`src/positional_ordered_list_defines.svh`:
```
// Assertion macros used by the list controller.
`ifndef POSITIONAL_ORDERED_LIST_DEFINES_SVH
`define POSITIONAL_ORDERED_LIST_DEFINES_SVH

// Same-cycle implication, checked on every rising edge outside reset.
`define POL_ASSERT_NOW(label, ante, cons, msg) \
  label: assert property (@(posedge clk) disable iff (!rst_n) (ante) |-> (cons)) \
    else $error(msg);

// Next-cycle implication, checked on every rising edge outside reset.
`define POL_ASSERT_NEXT(label, ante, cons, msg) \
  label: assert property (@(posedge clk) disable iff (!rst_n) (ante) |=> (cons)) \
    else $error(msg);

`endif

```
`src/pol_pkg.sv`:
```
package pol_pkg;

  localparam int DefCapacity = 16;

  // Operation codes of an input item.
  localparam logic [3:0] OP_INS_FRONT = 4'd0;
  localparam logic [3:0] OP_INS_BACK  = 4'd1;
  localparam logic [3:0] OP_INS_AT    = 4'd2;
  localparam logic [3:0] OP_DEL_FIRST = 4'd3;
  localparam logic [3:0] OP_DEL_LAST  = 4'd4;
  localparam logic [3:0] OP_DEL_AT    = 4'd5;
  localparam logic [3:0] OP_READ_ALL  = 4'd6;
  localparam logic [3:0] OP_UPDATE    = 4'd7;
  localparam logic [3:0] OP_CLEAR     = 4'd8;

  // Status codes of a result item.
  localparam logic [2:0] ST_OK       = 3'd0;
  localparam logic [2:0] ST_EMPTY    = 3'd1;
  localparam logic [2:0] ST_RANGE    = 3'd2;
  localparam logic [2:0] ST_BADPOS   = 3'd3;
  localparam logic [2:0] ST_NOTFOUND = 3'd4;
  localparam logic [2:0] ST_FULL     = 3'd5;

  typedef struct packed {
    logic [3:0]         operation;
    logic signed [31:0] value;
    logic [7:0]         position;
    logic signed [31:0] new_value;
  } in_item_t;

  typedef struct packed {
    logic [2:0]         status;
    logic signed [31:0] data;
    logic               last;
    logic [4:0]         count;
  } out_item_t;

  // What every cell of the chain does in a cycle.
  typedef enum logic [2:0] {
    CELL_HOLD,
    CELL_INS,
    CELL_DEL,
    CELL_ROT,
    CELL_CMP,
    CELL_WR
  } cell_op_t;

  typedef struct packed {
    cell_op_t    op;
    logic [7:0]  idx;
    logic [7:0]  tail;
    logic [31:0] value;
    logic [31:0] new_value;
  } cell_cmd_t;

endpackage

```
`src/pol_cell.sv`:
```
module pol_cell #(
  parameter int IDX = 0
) (
  input  logic              clk,
  input  pol_pkg::cell_cmd_t cmd,
  input  logic [31:0]       left_val,
  input  logic [31:0]       right_val,
  input  logic [31:0]       wrap_val,
  input  logic              sel,
  output logic [31:0]       val,
  output logic              match
);
  import pol_pkg::*;

  localparam logic [7:0] MyIdx = 8'(IDX);

  logic [31:0] val_r, val_nxt;
  logic        match_r, match_nxt;

  always_comb begin
    val_nxt   = val_r;
    match_nxt = match_r;
    case (cmd.op)
      CELL_INS: begin
        if (MyIdx > cmd.idx) begin
          val_nxt = left_val;
        end else if (MyIdx == cmd.idx) begin
          val_nxt = cmd.value;
        end
      end
      CELL_DEL: begin
        if (MyIdx >= cmd.idx) begin
          val_nxt = right_val;
        end
      end
      CELL_ROT: begin
        // The element at the head wraps around to the tail of the live list.
        if (MyIdx == cmd.tail) begin
          val_nxt = wrap_val;
        end else if (MyIdx < cmd.tail) begin
          val_nxt = right_val;
        end
      end
      CELL_CMP: begin
        match_nxt = (MyIdx <= cmd.tail) && (val_r == cmd.value);
      end
      CELL_WR: begin
        if (sel) begin
          val_nxt = cmd.new_value;
        end
      end
      default: begin
      end
    endcase
  end

  always_ff @(posedge clk) begin
    val_r   <= val_nxt;
    match_r <= match_nxt;
  end

  assign val   = val_r;
  assign match = match_r;

endmodule

```
`src/pol_ctrl.sv`:
```
`include "positional_ordered_list_defines.svh"

module pol_ctrl #(
  parameter int CAPACITY = pol_pkg::DefCapacity
) (
  input  logic               clk,
  input  logic               rst_n,
  input  logic               start,
  output logic               busy,
  input  pol_pkg::in_item_t  in_item,
  output logic               out_valid,
  output pol_pkg::out_item_t out_item,
  input  logic [31:0]        head_val,
  input  logic [CAPACITY-1:0] match_vec,
  output logic [CAPACITY-1:0] sel_vec,
  output pol_pkg::cell_cmd_t cmd
);
  import pol_pkg::*;

  localparam int CW = $clog2(CAPACITY + 1);

  typedef enum logic [1:0] {
    S_IDLE,
    S_READ,
    S_UPD
  } state_t;

  state_t      state_r, state_nxt;
  logic [CW-1:0] count_r, count_nxt;
  logic [CW-1:0] rd_r, rd_nxt;
  logic [31:0] nval_r, nval_nxt;
  logic        out_valid_r, out_valid_nxt;
  out_item_t   out_item_r, out_item_nxt;

  logic        full;
  logic        empty;
  logic [8:0]  pos9;
  logic [8:0]  cnt9;
  logic [7:0]  pos_m1;
  logic        rd_last;

  assign full    = (count_r == CW'(CAPACITY));
  assign empty   = (count_r == '0);
  assign pos9    = {1'b0, in_item.position};
  assign cnt9    = 9'(count_r);
  assign pos_m1  = in_item.position - 8'd1;
  assign rd_last = (rd_r == count_r - CW'(1));

  // First set bit of the registered match flags.
  assign sel_vec = match_vec & (~match_vec + CAPACITY'(1));

  always_comb begin
    state_nxt     = state_r;
    count_nxt     = count_r;
    rd_nxt        = rd_r;
    nval_nxt      = nval_r;
    out_valid_nxt = 1'b0;
    out_item_nxt  = out_item_r;

    cmd.op        = CELL_HOLD;
    cmd.idx       = '0;
    cmd.tail      = 8'(count_r) - 8'd1;
    cmd.value     = in_item.value;
    cmd.new_value = nval_r;

    case (state_r)
      S_IDLE: begin
        if (start) begin
          out_valid_nxt       = 1'b1;
          out_item_nxt.status = ST_OK;
          out_item_nxt.data   = '0;
          out_item_nxt.last   = 1'b1;
          case (in_item.operation)
            OP_INS_FRONT: begin
              if (full) begin
                out_item_nxt.status = ST_FULL;
              end else begin
                cmd.op    = CELL_INS;
                count_nxt = count_r + CW'(1);
              end
            end
            OP_INS_BACK: begin
              if (full) begin
                out_item_nxt.status = ST_FULL;
              end else begin
                cmd.op    = CELL_INS;
                cmd.idx   = 8'(count_r);
                count_nxt = count_r + CW'(1);
              end
            end
            OP_INS_AT: begin
              if (in_item.position == 8'd0) begin
                out_item_nxt.status = ST_BADPOS;
              end else if (pos9 > cnt9 + 9'd1) begin
                out_item_nxt.status = ST_RANGE;
              end else if (full) begin
                out_item_nxt.status = ST_FULL;
              end else begin
                cmd.op    = CELL_INS;
                cmd.idx   = pos_m1;
                count_nxt = count_r + CW'(1);
              end
            end
            OP_DEL_FIRST: begin
              if (empty) begin
                out_item_nxt.status = ST_EMPTY;
              end else begin
                cmd.op    = CELL_DEL;
                count_nxt = count_r - CW'(1);
              end
            end
            OP_DEL_LAST: begin
              if (empty) begin
                out_item_nxt.status = ST_EMPTY;
              end else begin
                cmd.op    = CELL_DEL;
                cmd.idx   = 8'(count_r) - 8'd1;
                count_nxt = count_r - CW'(1);
              end
            end
            OP_DEL_AT: begin
              if (in_item.position == 8'd0) begin
                out_item_nxt.status = ST_BADPOS;
              end else if (empty) begin
                out_item_nxt.status = ST_EMPTY;
              end else if (pos9 > cnt9) begin
                out_item_nxt.status = ST_RANGE;
              end else begin
                cmd.op    = CELL_DEL;
                cmd.idx   = pos_m1;
                count_nxt = count_r - CW'(1);
              end
            end
            OP_READ_ALL: begin
              if (empty) begin
                out_item_nxt.status = ST_EMPTY;
              end else begin
                out_valid_nxt = 1'b0;
                rd_nxt        = '0;
                state_nxt     = S_READ;
              end
            end
            OP_UPDATE: begin
              if (empty) begin
                out_item_nxt.status = ST_EMPTY;
              end else begin
                out_valid_nxt = 1'b0;
                cmd.op        = CELL_CMP;
                nval_nxt      = in_item.new_value;
                state_nxt     = S_UPD;
              end
            end
            OP_CLEAR: begin
              count_nxt = '0;
            end
            default: begin
              out_item_nxt.status = ST_RANGE;
            end
          endcase
        end
      end
      S_READ: begin
        // The chain rotates once per cycle, so the head cell shows each element
        // in turn and the list is back in order after the last one.
        cmd.op              = CELL_ROT;
        out_valid_nxt       = 1'b1;
        out_item_nxt.status = ST_OK;
        out_item_nxt.data   = head_val;
        out_item_nxt.last   = rd_last;
        rd_nxt              = rd_r + CW'(1);
        if (rd_last) begin
          state_nxt = S_IDLE;
        end
      end
      S_UPD: begin
        cmd.op              = CELL_WR;
        out_valid_nxt       = 1'b1;
        out_item_nxt.status = (match_vec != '0) ? ST_OK : ST_NOTFOUND;
        out_item_nxt.data   = '0;
        out_item_nxt.last   = 1'b1;
        state_nxt           = S_IDLE;
      end
      default: begin
        state_nxt = S_IDLE;
      end
    endcase

    out_item_nxt.count = 5'(count_nxt);
  end

  always_ff @(posedge clk) begin
    if (!rst_n) begin
      state_r     <= S_IDLE;
      count_r     <= '0;
      rd_r        <= '0;
      out_valid_r <= 1'b0;
    end else begin
      state_r     <= state_nxt;
      count_r     <= count_nxt;
      rd_r        <= rd_nxt;
      out_valid_r <= out_valid_nxt;
    end
    nval_r     <= nval_nxt;
    out_item_r <= out_item_nxt;
  end

  assign busy      = (state_r != S_IDLE);
  assign out_valid = out_valid_r;
  assign out_item  = out_item_r;

  `POL_ASSERT_NOW(a_count_bound, 1'b1, count_r <= CW'(CAPACITY), "count above capacity")
  `POL_ASSERT_NOW(a_read_nonempty, state_r == S_READ, count_r != '0, "read-out of empty list")
  `POL_ASSERT_NOW(a_sel_single, state_r == S_UPD, $onehot0(sel_vec), "update selects several cells")
  `POL_ASSERT_NOW(a_last_idle, out_valid_r && out_item_r.last, state_r == S_IDLE,
                  "final result while still busy")
  `POL_ASSERT_NEXT(a_upd_result, state_r == S_UPD, out_valid_r && out_item_r.last,
                   "update gave no result")

endmodule

```
`src/positional_ordered_list.sv`:
```
// Ordered list of up to CAPACITY signed 32-bit values held in a chain of cells,
// one value per cell, packed from the head. Inserts, deletes and clears never
// raise busy; the result strobe comes in the cycle after start.
// Update compares in every cell, then writes the first match.
// Read-all of a list of N elements emits N results, the chain rotating one
// place per cycle past the head cell.
// Results cannot be held off: out_valid is high for exactly one cycle per result.
module positional_ordered_list #(
  parameter int CAPACITY = pol_pkg::DefCapacity
) (
  input  logic               clk,
  input  logic               rst_n,
  input  logic               start,
  output logic               busy,
  input  pol_pkg::in_item_t  in_item,
  output logic               out_valid,
  output pol_pkg::out_item_t out_item
);
  import pol_pkg::*;

  cell_cmd_t            cmd;
  logic [31:0]          vals [CAPACITY];
  logic [CAPACITY-1:0]  match_vec;
  logic [CAPACITY-1:0]  sel_vec;

  pol_ctrl #(
    .CAPACITY(CAPACITY)
  ) u_ctrl (
    .clk      (clk),
    .rst_n    (rst_n),
    .start    (start),
    .busy     (busy),
    .in_item  (in_item),
    .out_valid(out_valid),
    .out_item (out_item),
    .head_val (vals[0]),
    .match_vec(match_vec),
    .sel_vec  (sel_vec),
    .cmd      (cmd)
  );

  for (genvar i = 0; i < CAPACITY; i++) begin : g_cell
    logic [31:0] left_val;
    logic [31:0] right_val;

    if (i == 0) begin : g_head
      assign left_val = '0;
    end else begin : g_mid_l
      assign left_val = vals[i-1];
    end

    if (i == CAPACITY - 1) begin : g_tail
      assign right_val = '0;
    end else begin : g_mid_r
      assign right_val = vals[i+1];
    end

    pol_cell #(
      .IDX(i)
    ) u_cell (
      .clk      (clk),
      .cmd      (cmd),
      .left_val (left_val),
      .right_val(right_val),
      .wrap_val (vals[0]),
      .sel      (sel_vec[i]),
      .val      (vals[i]),
      .match    (match_vec[i])
    );
  end

endmodule

```
`config.mk`:
```
export PLATFORM = sky130hd
export DESIGN_NAME = positional_ordered_list
export DESIGN_NICKNAME = d
export VERILOG_FILES = /design/src/pol_pkg.sv /design/src/pol_cell.sv /design/src/pol_ctrl.sv /design/src/positional_ordered_list.sv
export VERILOG_INCLUDE_DIRS = /design/src /design/src/src
export SDC_FILE = /design/constraint.sdc
export NUM_CORES = 2
export LEC_CHECK = 0
export CORE_MARGIN = 3
export CORE_UTILIZATION = 31
export DETAILED_ROUTE_END_ITERATION = 8
export DONT_BUFFER_PORTS = 1
export GPL_ROUTABILITY_DRIVEN = 1
export MAX_ROUTING_LAYER = met4
export PLACE_DENSITY_LB_ADDON = 0.05
export SYNTH_ARGS = -nofsm -noshare
export SYNTH_HDL_FRONTEND = slang
export SYNTH_SLANG_ARGS = --single-unit
```
`constraint.sdc`:
```
create_clock -name clk -period 13.5 [get_ports clk]
set_input_delay 3.375 -clock clk [delete_from_list [all_inputs] [get_ports clk]]
set_output_delay 3.375 -clock clk [all_outputs]
set_load 0.01 [all_outputs]
```
==> flow_summary.toml <==
[routing]
wl_um = 209000
drtIter0Drc = 3505
routed-via-count = 34892
avgViaCountPerCell = 6.14
drtAntennaViolNets = 0
first_pass_iters = 6
drcViolationCount = 0
avgRoutedWirePerCell_um = 36.8

[timing]
hold_violations = 0
worstMarginPinSlew_ps = 1280
finalSetupViolCount = 0
fmaxAchievable_ghz = 0.126
rsz0062_at_grt = "no"
fin_crit_sh_pct = 58.7
finalWorstPathRequiredPeriod_ps = 7930
fin_tns_setup_ps = 0
fin_skew_ps = 32.5
slew_violations = 0
max_slew_margin_pct = 13.8

[pwr]
clkPwrFrac_pct = 37.0
cellLeakagePower_nw = 17.4
combPwrFrac_pct = 18.9
power_density_nw_per_um2 = 127
p_sw_share_pct = 32.6
netSwitchingPower_mw = 1.96
vdd.ir_drop.worst_uv = 89.6
p_int_mw = 4.05
p_seq_share_pct = 44.1

[finish]
final_cell_count_no_fill = 5683
layout_common_cells = "mux2i_1, edfxtp_1, xor2_1"
synthToLayoutAreaGrowth_pct = 8.41
fin_nets = 3848
drive_above_1_share_pct = 10.2
layout_commonest_cell = "mux2i_1"
nFillCells = 14365
fin_util_pct = 34.0

[synthesis]
ys_warn_count = 0
synth_cells = 4065
async_reset_ff_share_pct = 0
yosysSeqAreaShare_pct = 41.7
synth_area_per_cell_um2 = 10.8
synth_edf_count = 596
netlist_area_um2 = 43800
ys.flop_type = "edfxtp_1"
syn-num-nets = 4168
synth-seq-cells = 614
synth_cell_types = 104

[run]
max_cap_viol_count = 0

[clock_tree]
cts_buffers = 85
hold_buffers = 0
cts_max_level = 3
post_cts_buffers = 0
cts_root_buffer = "clkbuf_16"
clock_sinks = 614
clk_latency_ps = 710
cts_tree = "built"
cts.reportedPaths.clkPinSlew_ps = 60
cts_resized = 0
clockBufferDepth = 3

[global_routing]
grt_usage_pct = 28.7
grtUsageMet3_pct = 4.79
use_met1_pct = 38.1
overflow = 0
grt_start_max_net_pins = 154
first_global_vias = 35246
grt_antenna_before_repair = 2
busiest_layer = "met2"
grt_use_met2_pct = 45.5
grt_pass1_wl_um = 292000

[critical_path]
path_delay_family = "buffers and inverters"
crit_chain = "inv_1, ha_1, or4b_2, o22ai_1, a211oi_1, o31ai_1, a31oi_4, buf_4, a21oi_4, buf_4, o31a_2, buf_4, o21ai_0, o21ai_4, buf_4"
critical_path_required_ps = 13830
reg2regPathDepth = 14
startpoint_type = "input pin"
crit_top_cell = "buf_4"
criticalPathCategory = "input pin to flop"
slowest_delay_ps = 670
cp_num_buf_inv = 5
r2r_setup_slack_ps = 6780
cp.arrival_ps = 8250
rr_startpoint = "u_ctrl.count_r[1]"
slowest_stage = "or4b_2"
critPathMaxFanout = 66
end_kind = "flop"
r2r_end = "g_cell[5].u_cell.val[11]"

[min_path]
hp-class = "flop to flop"
min_to = "u_ctrl.rd_r[4]"
hold_start = "u_ctrl.rd_r[4]"
hold_depth = 2

[run_status]
status = "finished, final reports clean"

[die]
coreArea_um2 = 140000
die_area_um2 = 146000
num_rows = 137
ioPinCount = 122
start_util_pct = 31.3
die_h_um = 382
die_w_um = 382

[placement]
dp_hpwl_um = 153000
portBuffers = 0
dp.cells = 5534
gp_congestion = 0.935
==> registers in the layout, indices dropped and copies added, names as in the netlist <==
signal	count
u_ctrl.rd_r	5
g_cell.u_cell.match	16
g_cell.u_cell.val	512
u_ctrl.nval_r	32
u_ctrl.out_valid	1
u_ctrl.state_r	2
u_ctrl.out_item	41
u_ctrl.count_r	5
==> power by group through the flow <==
stage	combinational [mW]	sequential, mW	clock (mW)
4_1_cts	1.11	2.65	2.28
5_1_grt	1.20	2.68	2.34
3_5_place_dp	1.11	2.69	0
2_1_floorplan	0.736	2.59	0
6_report	1.14	2.65	2.22
3_3_place_gp	1.11	2.69	0
==> worst min-delay path, cell delays in order (launching register included) <==
cell     delay, ps
dfxtp_1        370
xor2_1          80
nor2_1          70
==> how the worst max path moves through the flow <==
stage	to	from	slack [ps]	depth (start not counted)
floorplan	g_cell[12].u_cell.val[0]	in_item[32]	2190	11
global placement	g_cell[0].u_cell.val[16]	in_item[32]	4860	15
detailed placement	g_cell[0].u_cell.val[16]	in_item[32]	4880	15
CTS	g_cell[0].u_cell.val[19]	in_item[32]	5620	15
global route	g_cell[0].u_cell.val[19]	in_item[32]	5300	15
finish	g_cell[0].u_cell.val[19]	in_item[32]	5570	15
==> cell families after synthesis <==
| logic type | share of synthesized area, % |
|---|---|
| buffers and inverters | 5.70 |
| muxes | 16.0 |
| and+or+nand+nor | 8.60 |
| adders and majority gates | 0.685 |
| DFF | 41.7 |
| xor gates and xnor gates | 10.5 |
| AOI/OAI and AO/OA | 16.9 |
==> cell type report <==
class | instances | area [µm²] | share of cell area [%]
clock buffers | 112 | 2310 | 4.87
diodes | 2 | 5.00 | 0.0105
clock inverters | 35 | 274 | 0.577
flip-flops and latches | 614 | 18300 | 38.4
repair buffers | 93 | 736 | 1.55
multi-input cells | 2927 | 23500 | 49.4
inverters | 24 | 90.1 | 0.190
well taps | 1876 | 2350 | 4.94
==> per-stage QoR <==
| step | power [mW] | worst slack, ps | hold WS, ps | cell area [µm²] |
|---|---|---|---|---|
| after floorplan | 3.33 | 2190 | 498 | 43800 |
| after global placement | 3.80 | 4860 | 531 | 44900 |
| after detailed placement | 3.80 | 4880 | 535 | 44900 |
| after CTS | 6.05 | 5620 | 551 | 47500 |
| after global routing | 6.22 | 5300 | 594 | 47500 |
| final | 6.01 | 5570 | 559 | 47500 |
==> synthesized netlist by cell type, drive strengths merged (24+ instances only) <==
master | n | share of area, %
ha | 24 | 0.69
inv | 24 | 0.21
a211oi | 85 | 1.5
mux2i | 598 | 14
nor4 | 112 | 1.6
a31oi | 46 | 0.67
nor3 | 31 | 0.43
a221oi | 128 | 2.6
and3 | 73 | 1.0
nand4 | 66 | 0.96
xnor2 | 136 | 2.7
nor2 | 62 | 0.56
edfxtp | 596 | 41
a311oi | 31 | 0.62
nor2b | 38 | 0.54
nand3 | 25 | 0.33
clkbuf | 306 | 2.6
nand2 | 152 | 1.3
mux2 | 91 | 2.3
xor2 | 389 | 7.8
o221ai | 192 | 4.1
o21ai | 242 | 2.8
buf | 194 | 2.9
and2 | 62 | 0.89
a21oi | 181 | 2.1
a221o | 32 | 0.73
==> per-layer routing <==
metal | wire [µm] | vias up | part of all wire (%)
li1 | - | 15073 | -
met1 | 93200 | 18398 | 45
met2 | 98600 | 1172 | 47
met3 | 11900 | 249 | 5.7
met4 | 5580 | 0 | 2.7
met5 | 0 | - | 0
Power figures use the tool's default switching activity.
